`src/design/prm_pkg.sv`:
```
// constants shared by the pump rpm / run-time alarm monitor
// register indexes, reset values and alarm bit positions; no dependencies
`timescale 1ns / 1ps

package prm_pkg;

  localparam int unsigned TIME_WIDTH_DEF = 32;

  localparam int unsigned VOLT_W  = 16;
  localparam int unsigned RPM_W   = 16;
  localparam int unsigned NOW_W   = 32;
  localparam int unsigned UPT_W   = 32;
  localparam int unsigned SHORT_W = 16;
  localparam int unsigned LONG_W  = 32;
  localparam int unsigned CFG_IDX_W  = 8;
  localparam int unsigned CFG_DATA_W = 32;
  localparam int unsigned ALARM_W = 4;
  // signed width for deviation and limit-minus-hysteresis compares
  localparam int unsigned DEV_W   = SHORT_W + 2;

  typedef enum logic [CFG_IDX_W-1:0] {
    REG_ON_THRESHOLD  = 8'd0,
    REG_NOMINAL_RPM   = 8'd1,
    REG_DEV_TECHNICAL = 8'd2,
    REG_DEV_CRITICAL  = 8'd3,
    REG_HYSTERESIS    = 8'd4,
    REG_SPINUP        = 8'd5,
    REG_CYCLE_TECH    = 8'd6,
    REG_CYCLE_CRIT    = 8'd7
  } reg_idx_e;

  localparam logic [SHORT_W-1:0] ON_THRESHOLD_RST  = 16'd100;
  localparam logic [SHORT_W-1:0] NOMINAL_RPM_RST   = 16'd3000;
  localparam logic [SHORT_W-1:0] DEV_TECHNICAL_RST = 16'd300;
  localparam logic [SHORT_W-1:0] DEV_CRITICAL_RST  = 16'd600;
  localparam logic [SHORT_W-1:0] HYSTERESIS_RST    = 16'd50;
  localparam logic [LONG_W-1:0]  SPINUP_RST        = 32'd5000;
  localparam logic [LONG_W-1:0]  CYCLE_TECH_RST    = 32'd60000;
  localparam logic [LONG_W-1:0]  CYCLE_CRIT_RST    = 32'd120000;

  // alarm flag bit positions
  localparam int unsigned A_RPM_T = 0;
  localparam int unsigned A_RPM_C = 1;
  localparam int unsigned A_CYC_T = 2;
  localparam int unsigned A_CYC_C = 3;

endpackage

```
`src/design/pump_rpm_runtime_alarm_monitor.sv`:
```
// pump rpm / run-time alarm monitor top level
// input register, single-pass update and alarm logic, result register; uses prm_pkg
`timescale 1ns / 1ps

// Takes one sample per cycle (voltage, rpm, millisecond time) unless stalled,
// and returns one result item per sample. The sample is captured in an input
// register, and the run-state update plus alarm check are done in one pass of
// compare/subtract logic into the result register. The run state and alarm
// flags advance when an item moves from the input register to the result
// register, so a new sample can follow every cycle unless stalled; the input
// register still takes one item while a result waits on out_ready_i. Uptime is
// computed modulo 2^TIME_WIDTH and reported as its low 32 bits. Configuration
// registers are written through the cfg port, which is always ready; write them
// only while the block is idle. Indexes beyond the register list are ignored.
module pump_rpm_runtime_alarm_monitor #(
  parameter int unsigned TIME_WIDTH = prm_pkg::TIME_WIDTH_DEF
) (
  input  logic                             clk_i,
  input  logic                             rst_ni,
  // configuration write channel
  input  logic                             cfg_valid_i,
  output logic                             cfg_ready_o,
  input  logic [prm_pkg::CFG_IDX_W-1:0]    cfg_index_i,
  input  logic [prm_pkg::CFG_DATA_W-1:0]   cfg_data_i,
  // sample channel
  input  logic                             in_valid_i,
  output logic                             in_ready_o,
  input  logic [prm_pkg::VOLT_W-1:0]       voltage_mv_i,
  input  logic [prm_pkg::RPM_W-1:0]        rpm_i,
  input  logic [prm_pkg::NOW_W-1:0]        now_ms_i,
  // result channel
  output logic                             out_valid_o,
  input  logic                             out_ready_i,
  output logic                             running_o,
  output logic [prm_pkg::UPT_W-1:0]        uptime_ms_o,
  output logic                             rpm_technical_alarm_o,
  output logic                             rpm_critical_alarm_o,
  output logic                             cycle_technical_alarm_o,
  output logic                             cycle_critical_alarm_o
);
  import prm_pkg::*;

  localparam int unsigned CMP_W = (TIME_WIDTH > LONG_W) ? TIME_WIDTH : LONG_W;

  // configuration registers
  logic [SHORT_W-1:0] on_thr_q, nominal_q, lim_t_q, lim_c_q, hyst_q;
  logic [LONG_W-1:0]  spinup_q, cyc_t_q, cyc_c_q;

  // input register
  logic                  in_valid_q;
  logic [VOLT_W-1:0]     volt_q;
  logic [RPM_W-1:0]      rpm_q;
  logic [TIME_WIDTH-1:0] now_q;

  // run state
  logic                  pump_on_q, pump_on_d;
  logic [TIME_WIDTH-1:0] start_q, start_d;
  logic [ALARM_W-1:0]    alarm_q, alarm_d;

  // result register
  logic                  out_valid_q;
  logic                  running_q;
  logic [UPT_W-1:0]      uptime_q;
  logic [ALARM_W-1:0]    out_alarm_q;

  logic                  advance;
  logic                  step;
  logic [TIME_WIDTH-1:0] uptime;
  logic [CMP_W-1:0]      uptime_x;
  logic signed [DEV_W-1:0] diff, dev, thr_t, thr_c;
  logic                  over_t, over_c;

  assign cfg_ready_o = 1'b1;
  assign advance     = !out_valid_q || out_ready_i;
  assign in_ready_o  = !in_valid_q || advance;
  assign step        = advance && in_valid_q;

  always_ff @(posedge clk_i or negedge rst_ni) begin
    if (!rst_ni) begin
      on_thr_q  <= ON_THRESHOLD_RST;
      nominal_q <= NOMINAL_RPM_RST;
      lim_t_q   <= DEV_TECHNICAL_RST;
      lim_c_q   <= DEV_CRITICAL_RST;
      hyst_q    <= HYSTERESIS_RST;
      spinup_q  <= SPINUP_RST;
      cyc_t_q   <= CYCLE_TECH_RST;
      cyc_c_q   <= CYCLE_CRIT_RST;
    end else if (cfg_valid_i) begin
      unique case (cfg_index_i)
        REG_ON_THRESHOLD:  on_thr_q  <= cfg_data_i[SHORT_W-1:0];
        REG_NOMINAL_RPM:   nominal_q <= cfg_data_i[SHORT_W-1:0];
        REG_DEV_TECHNICAL: lim_t_q   <= cfg_data_i[SHORT_W-1:0];
        REG_DEV_CRITICAL:  lim_c_q   <= cfg_data_i[SHORT_W-1:0];
        REG_HYSTERESIS:    hyst_q    <= cfg_data_i[SHORT_W-1:0];
        REG_SPINUP:        spinup_q  <= cfg_data_i[LONG_W-1:0];
        REG_CYCLE_TECH:    cyc_t_q   <= cfg_data_i[LONG_W-1:0];
        REG_CYCLE_CRIT:    cyc_c_q   <= cfg_data_i[LONG_W-1:0];
        default: ;
      endcase
    end
  end

  always_ff @(posedge clk_i or negedge rst_ni) begin
    if (!rst_ni) begin
      in_valid_q <= 1'b0;
    end else if (in_ready_o) begin
      in_valid_q <= in_valid_i;
    end
  end

  always_ff @(posedge clk_i) begin
    if (in_valid_i && in_ready_o) begin
      volt_q <= voltage_mv_i;
      rpm_q  <= rpm_i;
      now_q  <= TIME_WIDTH'(now_ms_i);
    end
  end

  always_comb begin
    pump_on_d = volt_q > on_thr_q;
    // start time latches on the rising edge of the run state
    if (!pump_on_d) begin
      start_d = '0;
    end else if (pump_on_q) begin
      start_d = start_q;
    end else begin
      start_d = now_q;
    end
    uptime   = pump_on_d ? (now_q - start_d) : '0;
    uptime_x = CMP_W'(uptime);

    diff   = signed'(DEV_W'(rpm_q)) - signed'(DEV_W'(nominal_q));
    dev    = (diff < 0) ? -diff : diff;
    thr_t  = signed'(DEV_W'(lim_t_q)) - signed'(DEV_W'(hyst_q));
    thr_c  = signed'(DEV_W'(lim_c_q)) - signed'(DEV_W'(hyst_q));
    over_t = dev >= signed'(DEV_W'(lim_t_q));
    over_c = dev >= signed'(DEV_W'(lim_c_q));

    alarm_d = alarm_q;
    if (!pump_on_d || (uptime_x < CMP_W'(spinup_q))) begin
      alarm_d = '0;
    end else begin
      priority if (over_c) begin
        alarm_d[A_RPM_C] = 1'b1;
      end else if (alarm_q[A_RPM_C] && (dev < thr_c)) begin
        alarm_d[A_RPM_C] = 1'b0;
      end else if (over_t && !alarm_q[A_RPM_T]) begin
        alarm_d[A_RPM_T] = 1'b1;
      end else if (!over_t && alarm_q[A_RPM_T] && (dev < thr_t)) begin
        alarm_d[A_RPM_T] = 1'b0;
      end else begin
        alarm_d = alarm_q;
      end
      alarm_d[A_CYC_T] = uptime_x > CMP_W'(cyc_t_q);
      alarm_d[A_CYC_C] = uptime_x > CMP_W'(cyc_c_q);
    end
  end

  always_ff @(posedge clk_i or negedge rst_ni) begin
    if (!rst_ni) begin
      pump_on_q <= 1'b0;
      start_q   <= '0;
      alarm_q   <= '0;
    end else if (step) begin
      pump_on_q <= pump_on_d;
      start_q   <= start_d;
      alarm_q   <= alarm_d;
    end
  end

  always_ff @(posedge clk_i or negedge rst_ni) begin
    if (!rst_ni) begin
      out_valid_q <= 1'b0;
    end else if (advance) begin
      out_valid_q <= in_valid_q;
    end
  end

  always_ff @(posedge clk_i) begin
    if (step) begin
      running_q   <= pump_on_d;
      uptime_q    <= uptime_x[UPT_W-1:0];
      out_alarm_q <= alarm_d;
    end
  end

  assign out_valid_o             = out_valid_q;
  assign running_o               = running_q;
  assign uptime_ms_o             = uptime_q;
  assign rpm_technical_alarm_o   = out_alarm_q[A_RPM_T];
  assign rpm_critical_alarm_o    = out_alarm_q[A_RPM_C];
  assign cycle_technical_alarm_o = out_alarm_q[A_CYC_T];
  assign cycle_critical_alarm_o  = out_alarm_q[A_CYC_C];

  // a stopped pump carries no alarm in the run state
  a_stopped_no_alarm: assert property (@(posedge clk_i) disable iff (!rst_ni)
    !pump_on_q |-> (alarm_q == '0))
    else $error("alarm flags set while pump stopped");

  // a stopped result reports zero uptime and no alarm
  a_stopped_result: assert property (@(posedge clk_i) disable iff (!rst_ni)
    (out_valid_q && !running_q) |-> ((uptime_q == '0) && (out_alarm_q == '0)))
    else $error("stopped result with uptime or alarm");

  // an empty result register never stalls the input side
  a_no_false_stall: assert property (@(posedge clk_i) disable iff (!rst_ni)
    !out_valid_q |-> in_ready_o)
    else $error("input stalled with empty result register");

  // run state only moves when an item passes into the result register
  a_state_on_step: assert property (@(posedge clk_i) disable iff (!rst_ni)
    !step |=> ($stable(pump_on_q) && $stable(alarm_q)))
    else $error("run state changed without an item");

endmodule
```
`config.mk`:
```
export PLATFORM = sky130hd
export DESIGN_NAME = pump_rpm_runtime_alarm_monitor
export DESIGN_NICKNAME = d
export VERILOG_FILES = /design/src/design/prm_pkg.sv /design/src/design/pump_rpm_runtime_alarm_monitor.sv
export SDC_FILE = /design/constraint.sdc
export NUM_CORES = 1
export LEC_CHECK = 0
export BUFFER_PORTS_ARGS = -buffer_cell sky130_fd_sc_hd__buf_2
export CELL_PAD_IN_SITES_DETAIL_PLACEMENT = 0
export CELL_PAD_IN_SITES_GLOBAL_PLACEMENT = 2
export CORE_ASPECT_RATIO = 1.5
export CORE_MARGIN = 2
export CORE_UTILIZATION = 44
export CTS_BUF_LIST = sky130_fd_sc_hd__clkbuf_2
export CTS_CLUSTER_SIZE = 25
export DETAILED_ROUTE_END_ITERATION = 10
export GPL_TIMING_DRIVEN = 0
export PLACE_DENSITY_LB_ADDON = 0.1
export SETUP_SLACK_MARGIN = 0.15
export SLEW_MARGIN = 20
export SYNTH_ARGS = -nofsm -noshare
export SYNTH_HDL_FRONTEND = slang
export SYNTH_SLANG_ARGS = --single-unit
```
`constraint.sdc`:
```
create_clock -name clk_i -period 14.92 [get_ports clk_i]
set_input_delay 0 -clock clk_i [delete_from_list [all_inputs] [get_ports clk_i]]
set_output_delay 0 -clock clk_i [all_outputs]
set_load 0.05 [all_outputs]
```
==> summary.txt <==
Placed design
  – Gpl congestion: 0.878
  – DP Area: 21600 µm²
  – IO Port Bufs: 145
  – DPL Wire Length: 43700 µm

Timing
  – Slew headroom: 34.1%
  – Slew Viols, Final: 0
  – Hold Fails Final Rpt: 0
  – Max Fclk: 108 MHz
  – Crit share post-route: 61.9%
  – Tmin final: 9.23 ns
  – Final setup violation count: 0
  – Worst setup skew after layout: 0.0524 ns
  – Worst slew pin tran: 0.983 ns
  – Worst hold margin: 0.198 ns
  – Unrepaired setup endpoints after global routing: no
  – Fin Setup TNS: 0 ns

Finish
  – Fin nets: 2788
  – Area of the multi-input gates: 10600 µm²
  – Synth-to-Final Area Change: 22.2%
  – Commonest non-fill, non-tap cell in the layout: ha_1
  – Most frequent cells in the layout: ha_1 (258), inv_1 (212), dlygate4sd3_1 (211)
  – Layout cell share with drive strength beyond 1: 19.9%
  – Fillers: 4095
  – Storage cell area: 8410 µm²
  – Post-route cell area: 24500 µm²

Power
  – Pwr Density: 95.7 nW/µm²
  – Max VDD drop: 0.0545 mV
  – Leak: 11.4 nW

Clock tree
  – Worst-Skew Late Latency: 1.05 ns
  – Clock tree buffer depth: 3
  – Clock sink total: 314
  – Num CTS Buffers: 82
  – CTS tree: done
  – Clock root cell: clkbuf_2
  – Clock transition at path regs: 0.11 ns
  – H-Tree Depth: 3

Drt
  – DRC Markers: 0
  – Drt total wl: 59500 µm
  – ANT nets after route: 0
  – Vias per std cell: 5.30
  – DR vias: 16300
  – Detailed Routing Iterations Pass 1: 5
  – Iteration-0 DRC count of the detailed router: 606
  – Wirelength per Cell: 19.4 µm

Global route
  – Vias in the first global route: 17100
  – Global-route wire length before repair: 91500 µm
  – Largest net degree at the start of global routing: 94
  – Total GRT Usage: 25.7%
  – Grt ovf: 0
  – Initial antenna violation count: 1

Critical path
  – Slowest cell delay on critical path: 0.68 ns
  – CP Capture Type: flop
  – CP Data Arrival Time: 10.14 ns
  – Max Fanout on Critical Path: 10
  – Startpoint Class: flop
  – Crit Path Class: flop to flop
  – Slowest cell on the critical path: nor4_1
  – Crit path required time: 15.83 ns

Floorplan
  – Die Area: 47300 µm²
  – Die height: 265 µm
  – Starting density of the core: 44.6%
  – Core footprint: 44900 µm²
  – Die W: 178 µm
  – # rows: 95
  – Io pins: 149

Outcome
  – Status: finished, final reports clean

Synthesis
  – Ys Warns: 0
  – Synth Instances: 1970
  – Seq/Total Area, Yosys: 42.0%
  – Cell area after synthesis: 20000 µm²
  – Post-synth ARST share: 67.8%
  – Top FF cell, synth: dfrtp_1
  – Synth Area per Inst: 10.2 µm²
  – EDFF count, synth: 101
  – Yosys cell types: 80
  – #FFs+latches synth: 314

Hold path
  – HP Class: primary input to flop

Run
  – Max_cap viols: 0
-- what timing repair did --
item / 4_1_cts / 5_1_grt
setup buffers: 0 / 0
resized for setup: 0 / 0
hold buffers: 212 / 0
endpoints found under the hold margin: 532 / 0
-- cell families (layout without fill, tap and decap cells) --
kind of cell / count (synthesis) / count (layout) / share of synthesized area [%]
xor+xnor: 70 / 70 / 3.06
fa+ha+maj: 262 / 262 / 16.5
compound gates: 447 / 447 / 14.0
other cells: 2 / 4 / 0.0375
buf+inv: 265 / 775 / 5.06
mux: 148 / 148 / 8.29
simple gates: 462 / 462 / 11.0
flops: 314 / 314 / 42.0
-- through the flow --
stage | utilization [%] | setup WS [ns] | power, mW | std cells
global route | 54.5 | 5.07 | 2.51 | 3064
CTS | 54.5 | 5.70 | 2.38 | 3063
floorplan | - | 8.69 | 1.50 | 1971
detailed placement | 48.2 | 5.77 | 1.73 | 2703
global placement | 47.9 | 5.80 | 1.71 | 2698
finish | 54.5 | 5.69 | 2.34 | 3064
-- area by class of cell --
cell class,count,area share (%)
inverters,213,3.26
multi-input cells,1392,43.4
repair buffers,362,12.2
plain buffers,52,0.879
diodes,1,0.0102
clock buffers,121,2.47
clock inverters,27,0.429
flip-flops and latches,314,34.4
well taps,582,2.97
-- metal layers --
metal / vias up / wire (µm) / track usage [%]
li1: 7958 / - / -
met1: 7786 / 22000 / 25.9
met2: 361 / 32000 / 49.2
met3: 146 / 2350 / 4.32
met4: 0 / 3080 / 14.3
met5: - / 0 / 0
-- critical path, delay by kind of cell (launching register included) --
kind,cells,cell delay (ns)
xor+xnor,1,0.17
fa+ha+maj,3,1.01
flops,1,0.52
compound gates,11,3.82
simple gates,10,2.27
buf+inv,4,1.32
-- final timing paths --
check / start / to / slack (ns) / cells past startpoint
max reg2reg: on_thr_q[6]$_DFFE_PN1P_ / alarm_q[0]$_DFFE_PN0P_ / 5.69 / 29
max: on_thr_q[6]$_DFFE_PN1P_ / alarm_q[0]$_DFFE_PN0P_ / 5.69 / 29
min reg2reg: start_q[2]$_DFFE_PN0P_ / start_q[2]$_DFFE_PN0P_ / 0.49 / 2
min in group asynchronous: rst_ni / start_q[21]$_DFFE_PN0P_ / 0.63 / 5
min: rpm_i[12] / rpm_q[12]$_DFFE_PP_ / 0.20 / 3
max in group asynchronous: rst_ni / on_thr_q[5]$_DFFE_PN1P_ / 13.06 / 7
-- power by group --
| group | internal [mW] | switching (mW) | total, mW |
|---|---|---|---|
| registers | 0.955 | 0.0273 | 0.982 |
| clock network | 0.216 | 0.378 | 0.594 |
| logic | 0.316 | 0.451 | 0.767 |
| total | 1.49 | 0.857 | 2.34 |
-- Yosys cell counts (40+ instances only) --
cell	n	area, µm²
a21o_1	41	308
nand2_1	190	713
nor2_1	74	278
mux2_2	144	1620
a21oi_1	105	526
inv_1	213	800
dfstp_2	40	1050
o21ai_0	160	801
ha_1	258	3230
dfrtp_1	173	4330
edfxtp_1	101	3030
xnor2_1	45	394
-- registers in the layout, indices dropped and copies added, names as in the netlist, 2 cells and up --
| register | cells |
|---|---|
| rpm_q | 16 |
| spinup_q | 32 |
| alarm_q | 2 |
| cyc_c_q | 32 |
| hyst_q | 16 |
| on_thr_q | 16 |
| start_q | 32 |
| cyc_t_q | 32 |
| out_alarm_q | 4 |
| volt_q | 16 |
| lim_t_q | 16 |
| lim_c_q | 16 |
| uptime_ms_o | 32 |
| now_q | 32 |
| nominal_q | 16 |
(Power assumes the default switching activity.)
